## src/rtl/lmst_pkg.sv

```systemverilog
// Shared widths, op codes, control bundles and saturation helper for the LMS trainer.
package lmst_pkg;

    localparam int X_WIDTH    = 16;
    localparam int W_WIDTH    = 32;
    localparam int LE_WIDTH   = 34;
    localparam int MUL_WIDTH  = LE_WIDTH + X_WIDTH;
    localparam int PROD_WIDTH = W_WIDTH + X_WIDTH;
    localparam int NUM_IN     = 4;

    localparam logic [1:0] OP_TRAIN = 2'd0;
    localparam logic [1:0] OP_EVAL  = 2'd1;
    localparam logic [1:0] OP_CLEAR = 2'd2;

    localparam logic [15:0] LR_RESET = 16'd655;

    typedef struct packed {
        logic load;
        logic mul;
        logic upd;
        logic clr;
    } t_lane_ctrl;

    typedef struct packed {
        logic sum_en;
        logic le_en;
    } t_merge_ctrl;

    // Clamp a 35-bit sum into the signed 32-bit weight range.
    function automatic logic signed [W_WIDTH-1:0] sat_weight(
        input logic signed [W_WIDTH+2:0] v
    );
        logic signed [W_WIDTH-1:0] r;
        if (v[W_WIDTH+2:W_WIDTH-1] == '0 || v[W_WIDTH+2:W_WIDTH-1] == '1) begin
            r = v[W_WIDTH-1:0];
        end else if (v[W_WIDTH+2]) begin
            r = {1'b1, {(W_WIDTH-1){1'b0}}};
        end else begin
            r = {1'b0, {(W_WIDTH-1){1'b1}}};
        end
        return r;
    endfunction

endpackage

```

## src/rtl/lmst_lane.sv

```systemverilog
// One feature lane: weight register, feature register and a shared multiplier for
// the dot product term and the weight update.
module lmst_lane
    import lmst_pkg::*;
(
    input  logic                         i_clk,
    input  logic                         i_rst_n,
    input  t_lane_ctrl                   i_ctrl,
    input  logic signed [X_WIDTH-1:0]    i_x,
    input  logic signed [LE_WIDTH-1:0]   i_le,
    output logic signed [PROD_WIDTH-1:0] o_prod
);

    logic signed [W_WIDTH-1:0]    r_w;
    logic signed [W_WIDTH-1:0]    n_w;
    logic signed [X_WIDTH-1:0]    r_x;
    logic signed [PROD_WIDTH-1:0] r_prod;

    logic signed [LE_WIDTH-1:0]   mul_a;
    logic signed [MUL_WIDTH-1:0]  mul_p;
    logic signed [LE_WIDTH-1:0]   step;
    logic signed [W_WIDTH+2:0]    w_sum;

    // During the update the multiplier forms le*x, otherwise w*x.
    assign mul_a = i_ctrl.upd ? i_le : {{(LE_WIDTH-W_WIDTH){r_w[W_WIDTH-1]}}, r_w};
    assign mul_p = mul_a * r_x;
    assign step  = mul_p[MUL_WIDTH-1:16];
    assign w_sum = {{3{r_w[W_WIDTH-1]}}, r_w}
                 + {{(W_WIDTH+3-LE_WIDTH){step[LE_WIDTH-1]}}, step};

    always_comb begin
        n_w = r_w;
        if (i_ctrl.clr) begin
            n_w = '0;
        end else if (i_ctrl.upd) begin
            n_w = sat_weight(w_sum);
        end
    end

    always_ff @(posedge i_clk) begin
        if (!i_rst_n) begin
            r_w <= '0;
        end else begin
            r_w <= n_w;
        end
    end

    always_ff @(posedge i_clk) begin
        if (i_ctrl.load) begin
            r_x <= i_x;
        end
        if (i_ctrl.mul) begin
            r_prod <= mul_p[PROD_WIDTH-1:0];
        end
    end

    assign o_prod = r_prod;

endmodule

```

## config.mk

```make
export PLATFORM = sky130hd
export DESIGN_NAME = lmst_lane
export DESIGN_NICKNAME = d
export VERILOG_FILES = /design/src/rtl/lmst_pkg.sv /design/src/rtl/lmst_lane.sv
export SDC_FILE = /design/constraint.sdc
export NUM_CORES = 2
export LEC_CHECK = 0
export BUFFER_PORTS_ARGS = -buffer_cell sky130_fd_sc_hd__buf_4
export CORE_MARGIN = 2
export CORE_UTILIZATION = 55
export DETAILED_ROUTE_END_ITERATION = 16
export PLACE_DENSITY = 0.72
export SLEW_MARGIN = 5
export SYNTH_ARGS = -nofsm -noshare
export SYNTH_HDL_FRONTEND = slang
export SYNTH_SLANG_ARGS = --single-unit
```

## constraint.sdc

```tcl
create_clock -name i_clk -period 20.8 [get_ports i_clk]
set_input_delay 4.16 -clock i_clk [delete_from_list [all_inputs] [get_ports i_clk]]
set_output_delay 4.16 -clock i_clk [all_outputs]
set_load 0.02 [all_outputs]
```

Word-level counts from Yosys, hierarchy flattened
Cells that the tools add are included.
{"block": "word_totals", "input_bits": 56, "out_inout_bits": 48, "wordCells": 13, "regBits": 96}
{"block": "op_classes", "eq_ne": 1, "n_bitwise": 1, "n_reduce_logical": 3, "add_sub_neg": 1, "n_mux": 3, "n_mul": 1}
{"cell": "32-bit 2-to-1 mux", "n": 2}
{"cell": "34-bit by 16-bit multiplier with 50-bit output", "n": 1}
{"cell": "32-bit by 34-bit adder with 35-bit output", "n": 1}
{"cell": "34-bit 2-to-1 mux", "n": 1}
{"cell": "4-bit == test (second input constant)", "n": 1}
{"cell": "4-bit logical NOT", "n": 1}
{"cell": "2-bit OR reduction", "n": 1}
{"cell": "1-bit logical OR", "n": 1}
{"cell": "1-bit inverter", "n": 1}

Longest topological paths before layout
{"block": "depth", "ltp_word": 6, "ltp_mapped": 41, "depth_no_buf": 37}

Least setup slack after synthesis
Ideal clock, no wire load.
{"block": "synth_timing", "kind": "input to register", "start": "in i_ctrl[1] in the netlist's numbering", "end": "reg r_w[15]", "arrival_time_ps": 13498, "required_time_ps": 20681, "stages": 37, "setup_time_ps": 119, "slack_ps": 7184, "path_buffers": 4, "path_cell_list": "clkbuf_1 -> clkbuf_1 -> clkbuf_1 -> a21o_1 -> clkbuf_1 -> nand2_1 -> fa_1 -> fa_1 -> inv_1 -> fa_1 -> fa_1 -> fa_1 -> inv_1 -> fa_1 -> inv_1 -> ha_1 -> and4_1 -> and2_1 -> or3b_1 -> a2111oi_0 -> o21ai_1 -> a31oi_1 -> a41o_1 -> nor2_1 -> o21bai_1 -> xor2_1 -> ha_1 -> a21oi_1 -> o21ai_0 -> a21o_1 -> a21o_1 -> a2111oi_0 -> nand2_1 -> o21ai_0 -> and2_1 -> a41oi_1 -> o221a_2"}
{"block": "synth_between", "elab_chain_len": 6, "word_cells_on_any_way": 8, "cone_classes": "add/sub (1); mul (1); eq/ne (1); mux (3); reduce/logical (2)"}
{"element": "from (decl)", "line": "lmst_lane.sv:8", "source": "input t_lane_ctrl i_ctrl,"}
{"element": "34-bit 2-to-1 mux *", "line": "lmst_lane.sv:25", "source": "assign mul_a = i_ctrl.upd ? i_le : {{(LE_WIDTH-W_WIDTH){r_w[W_WIDTH-1]}}, r_w};"}
{"element": "34-bit by 16-bit multiplier with 50-bit output *", "line": "lmst_lane.sv:26", "source": "assign mul_p = mul_a * r_x;"}
{"element": "named net mul_p[45]", "line": "lmst_lane.sv:20", "source": "logic signed [MUL_WIDTH-1:0] mul_p;"}
{"element": "32-bit by 34-bit adder with 35-bit output *", "line": "lmst_lane.sv:29", "source": "+ {{(W_WIDTH+3-LE_WIDTH){step[LE_WIDTH-1]}}, step};"}
{"element": "4-bit == test or 4-bit logical NOT (tied branches)", "line": "lmst_pkg.sv:34", "source": "if (v[W_WIDTH+2:W_WIDTH-1] == '0 || v[W_WIDTH+2:W_WIDTH-1] == '1) begin"}
{"element": "1-bit logical OR", "line": "lmst_pkg.sv:34"}
{"element": "32-bit 2-to-1 mux *", "line": "lmst_pkg.sv:34"}
{"element": "to (signal assigned)", "line": "lmst_lane.sv:44", "source": "r_w <= n_w;"}
{"element": "to (decl)", "line": "lmst_lane.sv:14", "source": "logic signed [W_WIDTH-1:0] r_w;"}
Mark *: on every way through the listed nets, which the timed path passes. The rest lies on a longest branch.
A chain may end at the register's enable or synchronous reset.

Worst setup path after layout
{"block": "layout_timing", "start": "in i_ctrl[1] in the netlist's numbering", "end": "reg r_w[0]"}
The elaborated chain is that of the path after synthesis.

==> impl_metrics.ini <==
[synth]
synthCells = 2649
synthArstFlopShare = 0
synth_nets = 3372
ys_warn_count = 0
synth_edf_count = 64
ys_seq_elements = 96
synth_area_sq_um = 24100
synth_cell_types = 65
ys_seq_area_frac = 0.106
ys.flop_type = edfxtp_1
syn_avg_cell_area_sq_um = 9.09

[critical_path]
critPathMaxStageDelay_ns = 0.85
required_ns = 21.09
critPathArrivalTime_ns = 15.02
crit_top_cell = fa_1
worstSetupEndpointType = flop
r2r-start = r_w[26]
setup.worst_path.start = i_ctrl[1]
slowest_stage = a2111oi_0
startpoint_type = input port
path_class = in -> reg
path_max_fanout = 76

[sta]
final.setup.tns_ns = 0
finClkSkew_ns = 0.00982
worst_pin_slew_ns = 0.883
rsz0062_at_grt = no
drv_slew = 0
setup_viol_count_final = 0
hold_viol = 0
period_share = 0.708
max_freq_ghz = 0.0679
slew_headroom = 0.396
fin_crit_ns = 14.73

[cts]
cts_buffers = 9
tritoncts = built
post_cts_buffers = 0
htree_levels = 3
post_cts_resize_count = 0
path_clk_slew_ns = 0.07
clock_latency_ns = 0.37
ctsHoldBuffers = 0
clock_sinks = 96
cts-root-buf = clkbuf_16
clk_path_buf_depth = 2

[cells_and_area]
regArea_sq_um = 2560
fin_cells = 3261
nNetsFinal = 3394
fillers = 3838
drive_gt1_frac = 0.0617
area_growth_pct = 6.20
multi_input_area_sq_um = 18900
layout_commonest_cell = inv_1
final_cell_mix = 596 x inv_1, 515 x fa_1, 361 x nand2_1
insertedDiodeCount = 0

[global_routing]
grtUsageTotal = 0.313
antenna_found_initial = 0
overflow = 0
grt_pass1_vias = 19600
grt_pass1_wl_microns = 107000
grt_max_degree = 77

[placement]
portBuffers = 103
gp_congestion = 1.02
placed_cells = 3245
dp_hpwl_microns = 52700

[route]
initialDrtViolationCount = 1018
drt_drc_violations_left = 0
first_pass_iters = 6
num_vias = 18300
ant_nets = 0
wirelength_microns = 66800
viasPerCell = 5.60
wl_per_cell_microns = 20.5

[floorplanning]
design.die.area_sq_um = 45500
die_h_microns = 213
dieWidth_microns = 213
initial_core_util = 0.558
io_pins = 104
core_area_sq_um = 43200
num_rows = 76

[worst_hold_path]
min_from = r_w[25]
min-delay-path-class = reg -> reg

[outcome]
status = complete, no violations

[job]
cap_violations = 0
worst max-delay path: cells and delay by family:
kind	cells	cell delay, ns
compound gates	15	4.71
simple gates	5	1.31
buf+inv	5	0.82
xor+xnor	1	0.28
fa+ha+maj	8	3.69
cells in the mapped netlist (12+ instances only):
cell type	instances	area (sq um)
a21o_1	67	503
a21oi_1	80	400
and2_1	199	1240
clkbuf_1	97	364
dfxtp_1	32	641
edfxtp_1	64	1920
fa_1	515	10300
ha_1	152	1900
inv_1	596	2240
nand2_1	361	1360
nand2b_1	12	75.1
nand3_1	16	80.1
nor2_1	71	267
nor2b_1	43	269
o21a_1	18	135
o21ai_0	69	345
o21ai_1	33	165
o21bai_1	13	97.6
xnor2_1	45	394
xor2_1	32	280
flip-flops by register name (all words and copies together), names as in the netlist:
| name | cells |
|---|---|
| r_w | 32 |
| r_x | 16 |
| o_prod | 48 |
cells by family (layout without fill, tap and decap cells):
| kind of cell | count (synthesis) | in the layout | share of synthesized area |
|---|---|---|---|
| and+or+nand+nor | 745 | 745 | 0.149 |
| buffers and inverters | 706 | 733 | 0.111 |
| adders and majority gates | 667 | 667 | 0.507 |
| AOI/OAI and AO/OA | 352 | 352 | 0.0954 |
| DFF | 96 | 96 | 0.106 |
| xor gates and xnor gates | 77 | 77 | 0.0280 |
| muxes | 6 | 6 | 0.00280 |
metrics by stage:
step	area, sq um	utilization	hold WS (ns)	setup slack, ns
floorplan	24100	-	0.514	7.18
global placement	25300	0.586	0.600	5.92
detailed placement	25300	0.586	0.597	5.76
CTS	25600	0.593	0.606	6.11
global route	25600	0.593	0.643	5.40
finish	25600	0.593	0.601	6.07
layout make-up:
cell class / count / area share
well taps: 585 / 0.0286
flip-flops and latches: 96 / 0.100
inverters: 596 / 0.0874
clock inverters: 5 / 0.00220
clock buffers: 11 / 0.00910
multi-input cells: 1847 / 0.737
repair buffers: 121 / 0.0355
metal layers:
layer  vias to the layer above  track usage  routed length [microns]
met3                       215       0.0449                     3760
li1                       8051            -                        -
met4                         0        0.161                     3930
met5                         -            0                        0
met2                       665        0.544                    33500
met1                      9339        0.379                    25700
path summary, 6_finish.rpt:
check / to / slack [ns] / cells past startpoint
max: r_w[0] / 6.07 / 34
max reg2reg: r_w[0] / 10.14 / 33
min reg2reg: r_w[25] / 0.60 / 2
min: r_w[25] / 0.60 / 2
Power is not shown: default switching activity piles up to over one toggle a cycle in this logic, so the estimate is an artifact.
